File: config.mk
export PLATFORM = sky130hd
export DESIGN_NAME = aging_frequency_ranked_table
export DESIGN_NICKNAME = d
export VERILOG_FILES = /design/src/rtl/core/afrt_pkg.sv /design/src/rtl/core/afrt_ram.sv /design/src/rtl/core/afrt_ctrl.sv /design/src/rtl/core/afrt_dp.sv /design/src/rtl/core/aging_frequency_ranked_table.sv
export SDC_FILE = /design/constraint.sdc
export NUM_CORES = 2
export LEC_CHECK = 0
export BUFFER_PORTS_ARGS = -buffer_cell sky130_fd_sc_hd__buf_2
export CAP_MARGIN = 15
export CORE_AREA = 3 3 609 309
export CTS_CLUSTER_DIAMETER = 30
export CTS_CLUSTER_SIZE = 24
export DETAILED_ROUTE_END_ITERATION = 6
export DIE_AREA = 0 0 612 312
export PLACE_DENSITY = 0.67
export SLEW_MARGIN = 20
export SYNTH_ARGS = -nofsm -noshare
export SYNTH_HDL_FRONTEND = slang
export SYNTH_HIERARCHICAL = 1
export SYNTH_SLANG_ARGS = --single-unit
export TNS_END_PERCENT = 1
File: constraint.sdc
create_clock -name clk -period 6.9 [get_ports clk]
set_input_delay 0.69 -clock clk [delete_from_list [all_inputs] [get_ports clk]]
set_output_delay 0.69 -clock clk [all_outputs]
set_load 0.01 [all_outputs]
File: src/rtl/core/afrt_pkg.sv
// ----------------------------------------------------------------------------
// afrt_pkg
// shared types and constants of the aging frequency ranked table
// ----------------------------------------------------------------------------
package afrt_pkg;

    localparam int KEY_BITS   = 32;
    localparam int RANK_BITS  = 16;
    localparam int CFG_BITS   = 6;
    localparam int POS_BITS   = 5;

    localparam logic [RANK_BITS-1:0] START_RANK = 16'd20;
    localparam logic [RANK_BITS-1:0] HIT_GAIN   = 16'd2;
    localparam logic [RANK_BITS-1:0] AGE_STEP   = 16'd1;
    localparam logic [RANK_BITS-1:0] RANK_MAX   = 16'hFFFF;
    localparam logic [CFG_BITS-1:0]  LIMIT_RST  = 6'd30;

    localparam logic OP_HIT  = 1'b0;
    localparam logic OP_READ = 1'b1;

    typedef struct packed {
        logic                op;
        logic [KEY_BITS-1:0] key;
        logic [5:0]          max_count;
    } in_item_t;

    typedef struct packed {
        logic [KEY_BITS-1:0]  entry_key;
        logic [RANK_BITS-1:0] entry_rank;
        logic [POS_BITS-1:0]  position;
        logic                 empty_res;
        logic                 last;
    } out_item_t;

    typedef enum logic [3:0] {
        ST_IDLE,
        ST_DISPATCH,
        ST_SCAN_RD,
        ST_SCAN_WR,
        ST_MV_SETUP,
        ST_MV_CHK,
        ST_MV_CMP,
        ST_TRIM,
        ST_RD_SETUP,
        ST_RD_EMPTY,
        ST_RD_ADDR,
        ST_RD_OUT
    } state_t;

    typedef struct packed {
        logic load;
        logic scan_rd;
        logic scan_wr;
        logic mv_setup;
        logic mv_rd;
        logic mv_shift;
        logic mv_place;
        logic trim;
        logic rd_setup;
        logic rd_addr;
        logic rd_out;
        logic rd_empty;
    } dp_cmd_t;

    typedef struct packed {
        logic is_read;
        logic count_zero;
        logic scan_last;
        logic cur_zero;
        logic shift_ok;
        logic rd_none;
        logic rd_last;
    } dp_status_t;

endpackage

File: src/rtl/core/afrt_ram.sv
// ----------------------------------------------------------------------------
// afrt_ram
// generic simple dual port ram, one write port, one registered read port
// ----------------------------------------------------------------------------
module afrt_ram #(
    parameter int WIDTH = 48,
    parameter int DEPTH = 33
) (
    input  logic                     clk,
    input  logic                     we,
    input  logic [$clog2(DEPTH)-1:0] waddr,
    input  logic [WIDTH-1:0]         wdata,
    input  logic [$clog2(DEPTH)-1:0] raddr,
    output logic [WIDTH-1:0]         rdata
);

    logic [WIDTH-1:0] mem [DEPTH];
    logic [WIDTH-1:0] rdata_reg;

    always_ff @(posedge clk)
    begin
        if (we)
        begin
            mem[waddr] <= wdata;
        end
        rdata_reg <= mem[raddr];
    end

    assign rdata = rdata_reg;

endmodule

File: src/rtl/core/afrt_ctrl.sv
// ----------------------------------------------------------------------------
// afrt_ctrl
// sequencer for hit and read items
// ----------------------------------------------------------------------------
module afrt_ctrl
    import afrt_pkg::*;
(
    input  logic       clk,
    input  logic       rst_n,
    input  logic       start,
    output logic       busy,
    input  dp_status_t status,
    output dp_cmd_t    cmd
);

    state_t state_reg, state_next;

    always_ff @(posedge clk or negedge rst_n)
    begin
        if (!rst_n)
        begin
            state_reg <= ST_IDLE;
        end
        else
        begin
            state_reg <= state_next;
        end
    end

    always_comb
    begin
        state_next = state_reg;
        unique case (state_reg)
            ST_IDLE:     if (start) state_next = ST_DISPATCH;
            ST_DISPATCH:
            begin
                priority if (status.is_read) state_next = ST_RD_SETUP;
                else if (status.count_zero)  state_next = ST_MV_SETUP;
                else                         state_next = ST_SCAN_RD;
            end
            ST_SCAN_RD:  state_next = ST_SCAN_WR;
            ST_SCAN_WR:  state_next = status.scan_last ? ST_MV_SETUP : ST_SCAN_RD;
            ST_MV_SETUP: state_next = ST_MV_CHK;
            ST_MV_CHK:   state_next = status.cur_zero ? ST_TRIM : ST_MV_CMP;
            ST_MV_CMP:   state_next = status.shift_ok ? ST_MV_CHK : ST_TRIM;
            ST_TRIM:     state_next = ST_IDLE;
            ST_RD_SETUP: state_next = status.rd_none ? ST_RD_EMPTY : ST_RD_ADDR;
            ST_RD_EMPTY: state_next = ST_IDLE;
            ST_RD_ADDR:  state_next = ST_RD_OUT;
            ST_RD_OUT:   state_next = status.rd_last ? ST_IDLE : ST_RD_ADDR;
            default:     state_next = ST_IDLE;
        endcase
    end

    always_comb
    begin
        cmd  = '0;
        busy = 1'b1;
        unique case (state_reg)
            ST_IDLE:
            begin
                busy     = 1'b0;
                cmd.load = start;
            end
            ST_DISPATCH: ;
            ST_SCAN_RD:  cmd.scan_rd  = 1'b1;
            ST_SCAN_WR:  cmd.scan_wr  = 1'b1;
            ST_MV_SETUP: cmd.mv_setup = 1'b1;
            ST_MV_CHK:
            begin
                cmd.mv_place = status.cur_zero;
                cmd.mv_rd    = !status.cur_zero;
            end
            ST_MV_CMP:
            begin
                cmd.mv_shift = status.shift_ok;
                cmd.mv_place = !status.shift_ok;
            end
            ST_TRIM:     cmd.trim     = 1'b1;
            ST_RD_SETUP: cmd.rd_setup = 1'b1;
            ST_RD_EMPTY: cmd.rd_empty = 1'b1;
            ST_RD_ADDR:  cmd.rd_addr  = 1'b1;
            ST_RD_OUT:   cmd.rd_out   = 1'b1;
            default:     busy = 1'b1;
        endcase
    end

endmodule

File: src/rtl/core/afrt_dp.sv
// ----------------------------------------------------------------------------
// afrt_dp
// entry store, counters, compare and result register
// ----------------------------------------------------------------------------
module afrt_dp
    import afrt_pkg::*;
#(
    parameter int MAX_ENTRIES = 32
) (
    input  logic                clk,
    input  logic                rst_n,
    input  in_item_t            item,
    input  logic                cfg_we,
    input  logic [CFG_BITS-1:0] cfg_data,
    input  dp_cmd_t             cmd,
    output dp_status_t          status,
    output out_item_t           result,
    output logic                result_valid
);

    localparam int DEPTH = MAX_ENTRIES + 1;
    localparam int AW    = $clog2(DEPTH);
    localparam int CW    = $clog2(MAX_ENTRIES + 2);
    localparam int LW    = (CW > CFG_BITS) ? CW : CFG_BITS;
    localparam int WW    = KEY_BITS + RANK_BITS;

    logic [CFG_BITS-1:0]  limit_cfg_reg;
    logic [CW-1:0]        count_reg;
    logic [CW-1:0]        idx_reg;
    logic [CW-1:0]        cur_reg;
    logic [LW-1:0]        n_reg;
    in_item_t             item_reg;
    logic                 found_reg;
    logic [RANK_BITS-1:0] hit_rank_reg;
    logic [RANK_BITS-1:0] mv_rank_reg;
    logic [KEY_BITS-1:0]  mv_key_reg;
    out_item_t            result_reg;
    logic                 result_valid_reg;

    logic                 we;
    logic [AW-1:0]        waddr;
    logic [WW-1:0]        wdata;
    logic [AW-1:0]        raddr;
    logic [WW-1:0]        rdata;
    logic [KEY_BITS-1:0]  rd_key;
    logic [RANK_BITS-1:0] rd_rank;
    logic [RANK_BITS-1:0] aged;
    logic [RANK_BITS:0]   gained;
    logic [LW-1:0]        cfg_ext;
    logic [LW-1:0]        limit;
    logic [LW-1:0]        count_ext;
    logic [LW-1:0]        idx_ext;
    logic [LW-1:0]        maxc_ext;
    logic [LW-1:0]        n_calc;
    logic [CW-1:0]        cur_dec;

    afrt_ram #(.WIDTH(WW), .DEPTH(DEPTH)) u_ram (
        .clk   (clk),
        .we    (we),
        .waddr (waddr),
        .wdata (wdata),
        .raddr (raddr),
        .rdata (rdata)
    );

    assign rd_key  = rdata[WW-1:RANK_BITS];
    assign rd_rank = rdata[RANK_BITS-1:0];
    assign aged    = (rd_rank >= AGE_STEP) ? rd_rank - AGE_STEP : '0;
    assign gained  = {1'b0, hit_rank_reg} + {1'b0, HIT_GAIN};
    assign cur_dec = cur_reg - CW'(1);

    // limit clamped to 1..MAX_ENTRIES
    assign cfg_ext   = LW'(limit_cfg_reg);
    assign limit     = (cfg_ext == '0) ? LW'(1)
                     : (cfg_ext > LW'(MAX_ENTRIES)) ? LW'(MAX_ENTRIES) : cfg_ext;
    assign count_ext = LW'(count_reg);
    assign idx_ext   = LW'(idx_reg);
    assign maxc_ext  = LW'(item_reg.max_count);

    always_comb
    begin
        n_calc = maxc_ext;
        if (n_calc > limit)     n_calc = limit;
        if (n_calc > count_ext) n_calc = count_ext;
    end

    always_comb
    begin
        raddr = '0;
        if (cmd.scan_rd || cmd.rd_addr)
        begin
            raddr = idx_reg[AW-1:0];
        end
        else if (cmd.mv_rd)
        begin
            raddr = cur_dec[AW-1:0];
        end
        we    = 1'b0;
        waddr = idx_reg[AW-1:0];
        wdata = {rd_key, aged};
        if (cmd.scan_wr)
        begin
            we = 1'b1;
        end
        else if (cmd.mv_shift)
        begin
            we    = 1'b1;
            waddr = cur_reg[AW-1:0];
            wdata = rdata;
        end
        else if (cmd.mv_place)
        begin
            we    = 1'b1;
            waddr = cur_reg[AW-1:0];
            wdata = {mv_key_reg, mv_rank_reg};
        end
    end

    assign status.is_read    = (item_reg.op == OP_READ);
    assign status.count_zero = (count_reg == '0);
    assign status.scan_last  = (idx_reg + CW'(1) == count_reg);
    assign status.cur_zero   = (cur_reg == '0);
    assign status.shift_ok   = (rd_rank < mv_rank_reg);
    assign status.rd_none    = (n_calc == '0);
    assign status.rd_last    = (idx_ext + LW'(1) == n_reg);

    always_ff @(posedge clk or negedge rst_n)
    begin
        if (!rst_n)
        begin
            limit_cfg_reg    <= LIMIT_RST;
            count_reg        <= '0;
            result_valid_reg <= 1'b0;
        end
        else
        begin
            if (cfg_we)
            begin
                limit_cfg_reg <= cfg_data;
            end
            if (cmd.mv_setup && !found_reg)
            begin
                count_reg <= count_reg + CW'(1);
            end
            else if (cmd.trim && (count_ext > limit))
            begin
                count_reg <= count_reg - CW'(1);
            end
            result_valid_reg <= cmd.rd_out || cmd.rd_empty;
        end
    end

    always_ff @(posedge clk)
    begin
        if (cmd.load)
        begin
            item_reg  <= item;
            idx_reg   <= '0;
            found_reg <= 1'b0;
        end
        if (cmd.scan_wr)
        begin
            idx_reg <= idx_reg + CW'(1);
            if (!found_reg && (rd_key == item_reg.key))
            begin
                found_reg    <= 1'b1;
                hit_rank_reg <= aged;
                cur_reg      <= idx_reg;
            end
        end
        if (cmd.mv_setup)
        begin
            mv_key_reg <= item_reg.key;
            if (found_reg)
            begin
                mv_rank_reg <= gained[RANK_BITS] ? RANK_MAX : gained[RANK_BITS-1:0];
            end
            else
            begin
                mv_rank_reg <= START_RANK;
                cur_reg     <= count_reg;
            end
        end
        if (cmd.mv_shift)
        begin
            cur_reg <= cur_dec;
        end
        if (cmd.rd_setup)
        begin
            n_reg   <= n_calc;
            idx_reg <= '0;
        end
        if (cmd.rd_out)
        begin
            idx_reg              <= idx_reg + CW'(1);
            result_reg.entry_key  <= rd_key;
            result_reg.entry_rank <= rd_rank;
            result_reg.position   <= idx_ext[POS_BITS-1:0];
            result_reg.empty_res  <= 1'b0;
            result_reg.last       <= (idx_ext + LW'(1) == n_reg);
        end
        else if (cmd.rd_empty)
        begin
            result_reg <= '{entry_key: '0, entry_rank: '0, position: '0,
                            empty_res: 1'b1, last: 1'b1};
        end
    end

    assign result       = result_reg;
    assign result_valid = result_valid_reg;

endmodule

File: src/rtl/core/aging_frequency_ranked_table.sv
// ----------------------------------------------------------------------------
// aging_frequency_ranked_table
// ranked key list with aging, hit recording and ordered readout
// ----------------------------------------------------------------------------
// An item is taken when start is high and busy is low. A hit item ages every
// stored rank by one, adds the key (rank 20) or raises its rank by 2, bubbles
// it toward the head past lower ranks and evicts the tail above the limit; it
// produces no result. A hit runs the aging scan over all stored entries,
// moves the entry one position per compare and then places it and trims. A
// read returns the first min(max_count, limit, count) entries in order, or
// one empty result. The single entry ram has one read and one write port.
// Results appear one cycle each, marked by result_valid; the receiver cannot
// stall them, so it must take every strobed item. cfg_ready is high only
// while the block is idle.
// ----------------------------------------------------------------------------
module aging_frequency_ranked_table
    import afrt_pkg::*;
#(
    parameter int MAX_ENTRIES = 32
) (
    input  logic                clk,
    input  logic                rst_n,
    // item channel
    input  logic                start,
    output logic                busy,
    input  in_item_t            cmd,
    // results, one strobe per read entry or empty read; hits give none
    output logic                result_valid,
    output out_item_t           result,
    // limit register write
    input  logic                cfg_valid,
    output logic                cfg_ready,
    input  logic [CFG_BITS-1:0] cfg_data
);

    dp_cmd_t    dp_cmd;
    dp_status_t dp_status;

    // register writes only when no item is in flight
    assign cfg_ready = !busy;

    afrt_ctrl u_ctrl (
        .clk    (clk),
        .rst_n  (rst_n),
        .start  (start),
        .busy   (busy),
        .status (dp_status),
        .cmd    (dp_cmd)
    );

    afrt_dp #(.MAX_ENTRIES(MAX_ENTRIES)) u_dp (
        .clk          (clk),
        .rst_n        (rst_n),
        .item         (cmd),
        .cfg_we       (cfg_valid && cfg_ready),
        .cfg_data     (cfg_data),
        .cmd          (dp_cmd),
        .status       (dp_status),
        .result       (result),
        .result_valid (result_valid)
    );

endmodule
==> key figures <==
GRT
  – GR Util met3: under 10%
  – Largest net degree at the start of global routing: 96
  – Number of global-route vias before repair: ~41,000
  – GRT Overall Usage: between 10% and 20%
  – Remaining Overflow, GRT: 0
  – Global routing usage on met1: roughly 28%
  – Global route hottest layer: met2
  – GRT met2 Usage: 31.3%
  – First-pass GRT wire length: roughly 280 mm
  – Antenna violations before repair: 3

Timing
  – Layout Skew: approximately 0.056 ns
  – Fin crit period: about 5.4 ns
  – Setup Viol. Count Final: 0
  – RSZ-0062 raised after global routing: false
  – Setup TNS: 0 ns
  – Relative slew slack: between 20% and 30%
  – Period utilisation layout: between 70% and 80%
  – Max frequency: 186 MHz
  – Hold Slack: 0.0815 ns
  – Final Hold Viols: 0
  – Pins Over Slew Limit: 0
  – Measured slew at the worst slew-check pin: 1.19 ns

Clock network
  – Max Root-Sink Buffers: 4
  – CTS hold repair buffers: 40
  – CTS tree: built
  – Worst-Skew Late Latency: about 0.89 ns
  – Number of gates resized after CTS: 0
  – H-tree Lvls: 5
  – Clk Tree Root Cell: clkbuf_16
  – # clock sinks: around 1,800
  – Post-CTS setup buffers: 0
  – Clk pin slew, worst setup/hold paths: approximately 0.05 ns
  – Num CTS Buffers: roughly 290

Placed design
  – DP Cell Count: between 6,000 and 7,000
  – GP Congestion: 0.865
  – Port Buffers: approximately 110
  – Dpl cell area: between 70,000 and 80,000 um2
  – Placed wire-length estimate: between 100 and 150 mm

Worst setup path
  – CP Launch Type: register
  – Critical Path End Type: register
  – Crit path max fanout: 25
  – WP data arrival: 5.94 ns
  – Worst Path Required: between 7 and 8 ns
  – Setup CP Type: reg2reg

Synthesis
  – EDFF count, synth: ~1,800
  – Syn Inst Count: roughly 4,200
  – Cell Area, Synth: 73,100 um2
  – Synth Flop Type: edfxtp_1
  – Syn Area/Cell: 17.5 um2
  – Top cell type's share of synthesized area: 72.1%
  – Seq/Total Area, Yosys: 74.2%
  – Unique masters post-synth: 78
  – Synth warn: 6
  – Cell with the most instances after synthesis: edfxtp_1
  – Syn_nets: 4,258
  – Cell taking the most area after synthesis: edfxtp_1
  – Commonest cells in the netlist: edfxtp_1 (1,753), mux2i_1 (777), a22oi_1 (217), a21oi_1 (130), clkbuf_1 (123)
  – Synth Register Bits: 1,826
  – Synth top area cells: edfxtp_1 (72%), mux2i_1 (11%), a22oi_1 (2.2%)
  – Share of synthesized registers carrying an async set or reset: 0.931%

Final layout
  – Sequential cell area: ~54,000 um2
  – Post-layout util: about 47%
  – Syn-to-layout area delta: 18.8%
  – Layout cell share with drive strength beyond 1: between 10% and 20%
  – Post-Layout Cell Count: just over 7,000
  – Nets: 4,573
  – Fill cells: 14,967
  – Multi-input gate area: 17,800 um2
  – Max reg flops: roughly 1,600
  – Final Cell Area: slightly below 90,000 um2

Run
  – Max cap viols: 0

Drt
  – Via density: 5.73
  – First-pass DRT Iterations: 6
  – Routed Antenna Nets: 0
  – Routed via count: a little over 40,000
  – Post-route DRC: 0
  – Initial DRC Count: 4,494
  – Routed WL: between 150 and 200 mm
  – Avg WL per Cell: 27.1 um

Worst hold path
  – HP Class: in2reg

Floorplanning
  – Initial Util: between 30% and 40%
  – Die span in x: about 600 um
  – DIE AREA: ~190,000 um2
  – Die Y-Extent: between 300 and 400 um
  – Core box area: between 150,000 and 200,000 um2
  – Io pins: between 100 and 150
  – Std cell rows: 111

Power
  – Leak: between 20 and 30 nW
  – VDD IR max: 351 uV
  – PD cells: roughly 470 nW/um2

Outcome
  – Status: completed
==> critical path, stage by stage (launching register included) <==
cell	delay (ns)
dfxtp_1	0.45
ha_1	0.30
a21o_1	0.18
a21o_1	0.18
a21oi_1	0.19
o21ai_0	0.12
a21oi_1	0.33
inv_1	0.10
nor3_2	0.24
nor2_1	0.15
or2_2	0.37
o21ai_0	0.72
nand2_1	0.46
nor2_4	0.90
buf_4	0.38
==> final cells by class <==
type / count / area share, %
sequential: 1826 / 62.4
timing repair buffer: 265 / 2.49
antenna: 2 / 0.00577
inverter: 47 / 0.203
clock inverter: 168 / 2.16
multi-input combinational: 2055 / 20.6
tap: 2429 / 3.50
clock buffer: 327 / 8.65
==> final timing paths <==
| kind | startpoint | endpoint | slack (ns) | cells after the start |
|---|---|---|---|---|
| worst max register to register | u_dp/u_ram/rdata[9] | u_dp/u_ram/mem[2][41] | 1.51 | 14 |
| worst min register to register | u_dp/u_ram/mem[32][20] | u_dp/u_ram/rdata[20] | 0.44 | 2 |
| worst min-delay path | cfg_data[5] | u_dp/cfg_ext[5] | 0.08 | 3 |
| max in group asynchronous | rst_n | u_dp/cfg_ext[4] | 6.26 | 2 |
| worst max-delay path | u_dp/u_ram/rdata[9] | u_dp/u_ram/mem[2][41] | 1.51 | 14 |
| min in group asynchronous | rst_n | u_dp/count_ext[2] | 0.30 | 2 |
==> routing by layer <==
metal | vias to the layer above | wire length (um)
met5 | - | 9
met4 | 2 | 5370
met3 | 358 | 16200
met2 | 1952 | 90200
met1 | 21046 | 80900
li1 | 17452 | -
==> kinds of logic after synthesis <==
logic type / synth area share, %
adders and majority gates: 0.764
xor gates and xnor gates: 0.899
muxes: 11.3
and+or+nand+nor: 2.64
buffers and inverters: 2.03
AOI/OAI and AO/OA: 8.16
DFF: 74.2
==> layout by cell type (no fill, tap or decap), types with 33 or more instances in the layout <==
cell / n
nor2_1: 57
ha_1: 43
nor2_4: 35
buf_4: 92
a22oi_1: 217
buf_2: 106
a22o_1: 96
dlygate4sd3_1: 40
xnor2_1: 47
mux2_2: 42
a21oi_1: 130
inv_6: 33
a221oi_1: 61
mux2i_1: 777
edfxtp_1: 1753
o22ai_1: 50
inv_1: 45
a221oi_2: 40
clkbuf_16: 293
o41ai_2: 48
nand2_1: 96
and2_1: 55
dfxtp_1: 56
==> power breakdown <==
part | switching, mW | internal, mW
sequential | 0.568 | 14.8
combinational | 7.84 | 3.70
clock | 5.06 | 8.95
==> through the flow <==
stage          power [mW]  worst slack, ns
2_1_floorplan        22.7            0.668
3_3_place_gp         26.7             1.52
4_1_cts              41.0             1.62
6_report             41.0             1.51
5_1_grt              42.3             1.27
3_5_place_dp         27.0             1.59
Note: power is estimated with default switching activity, not from simulation.
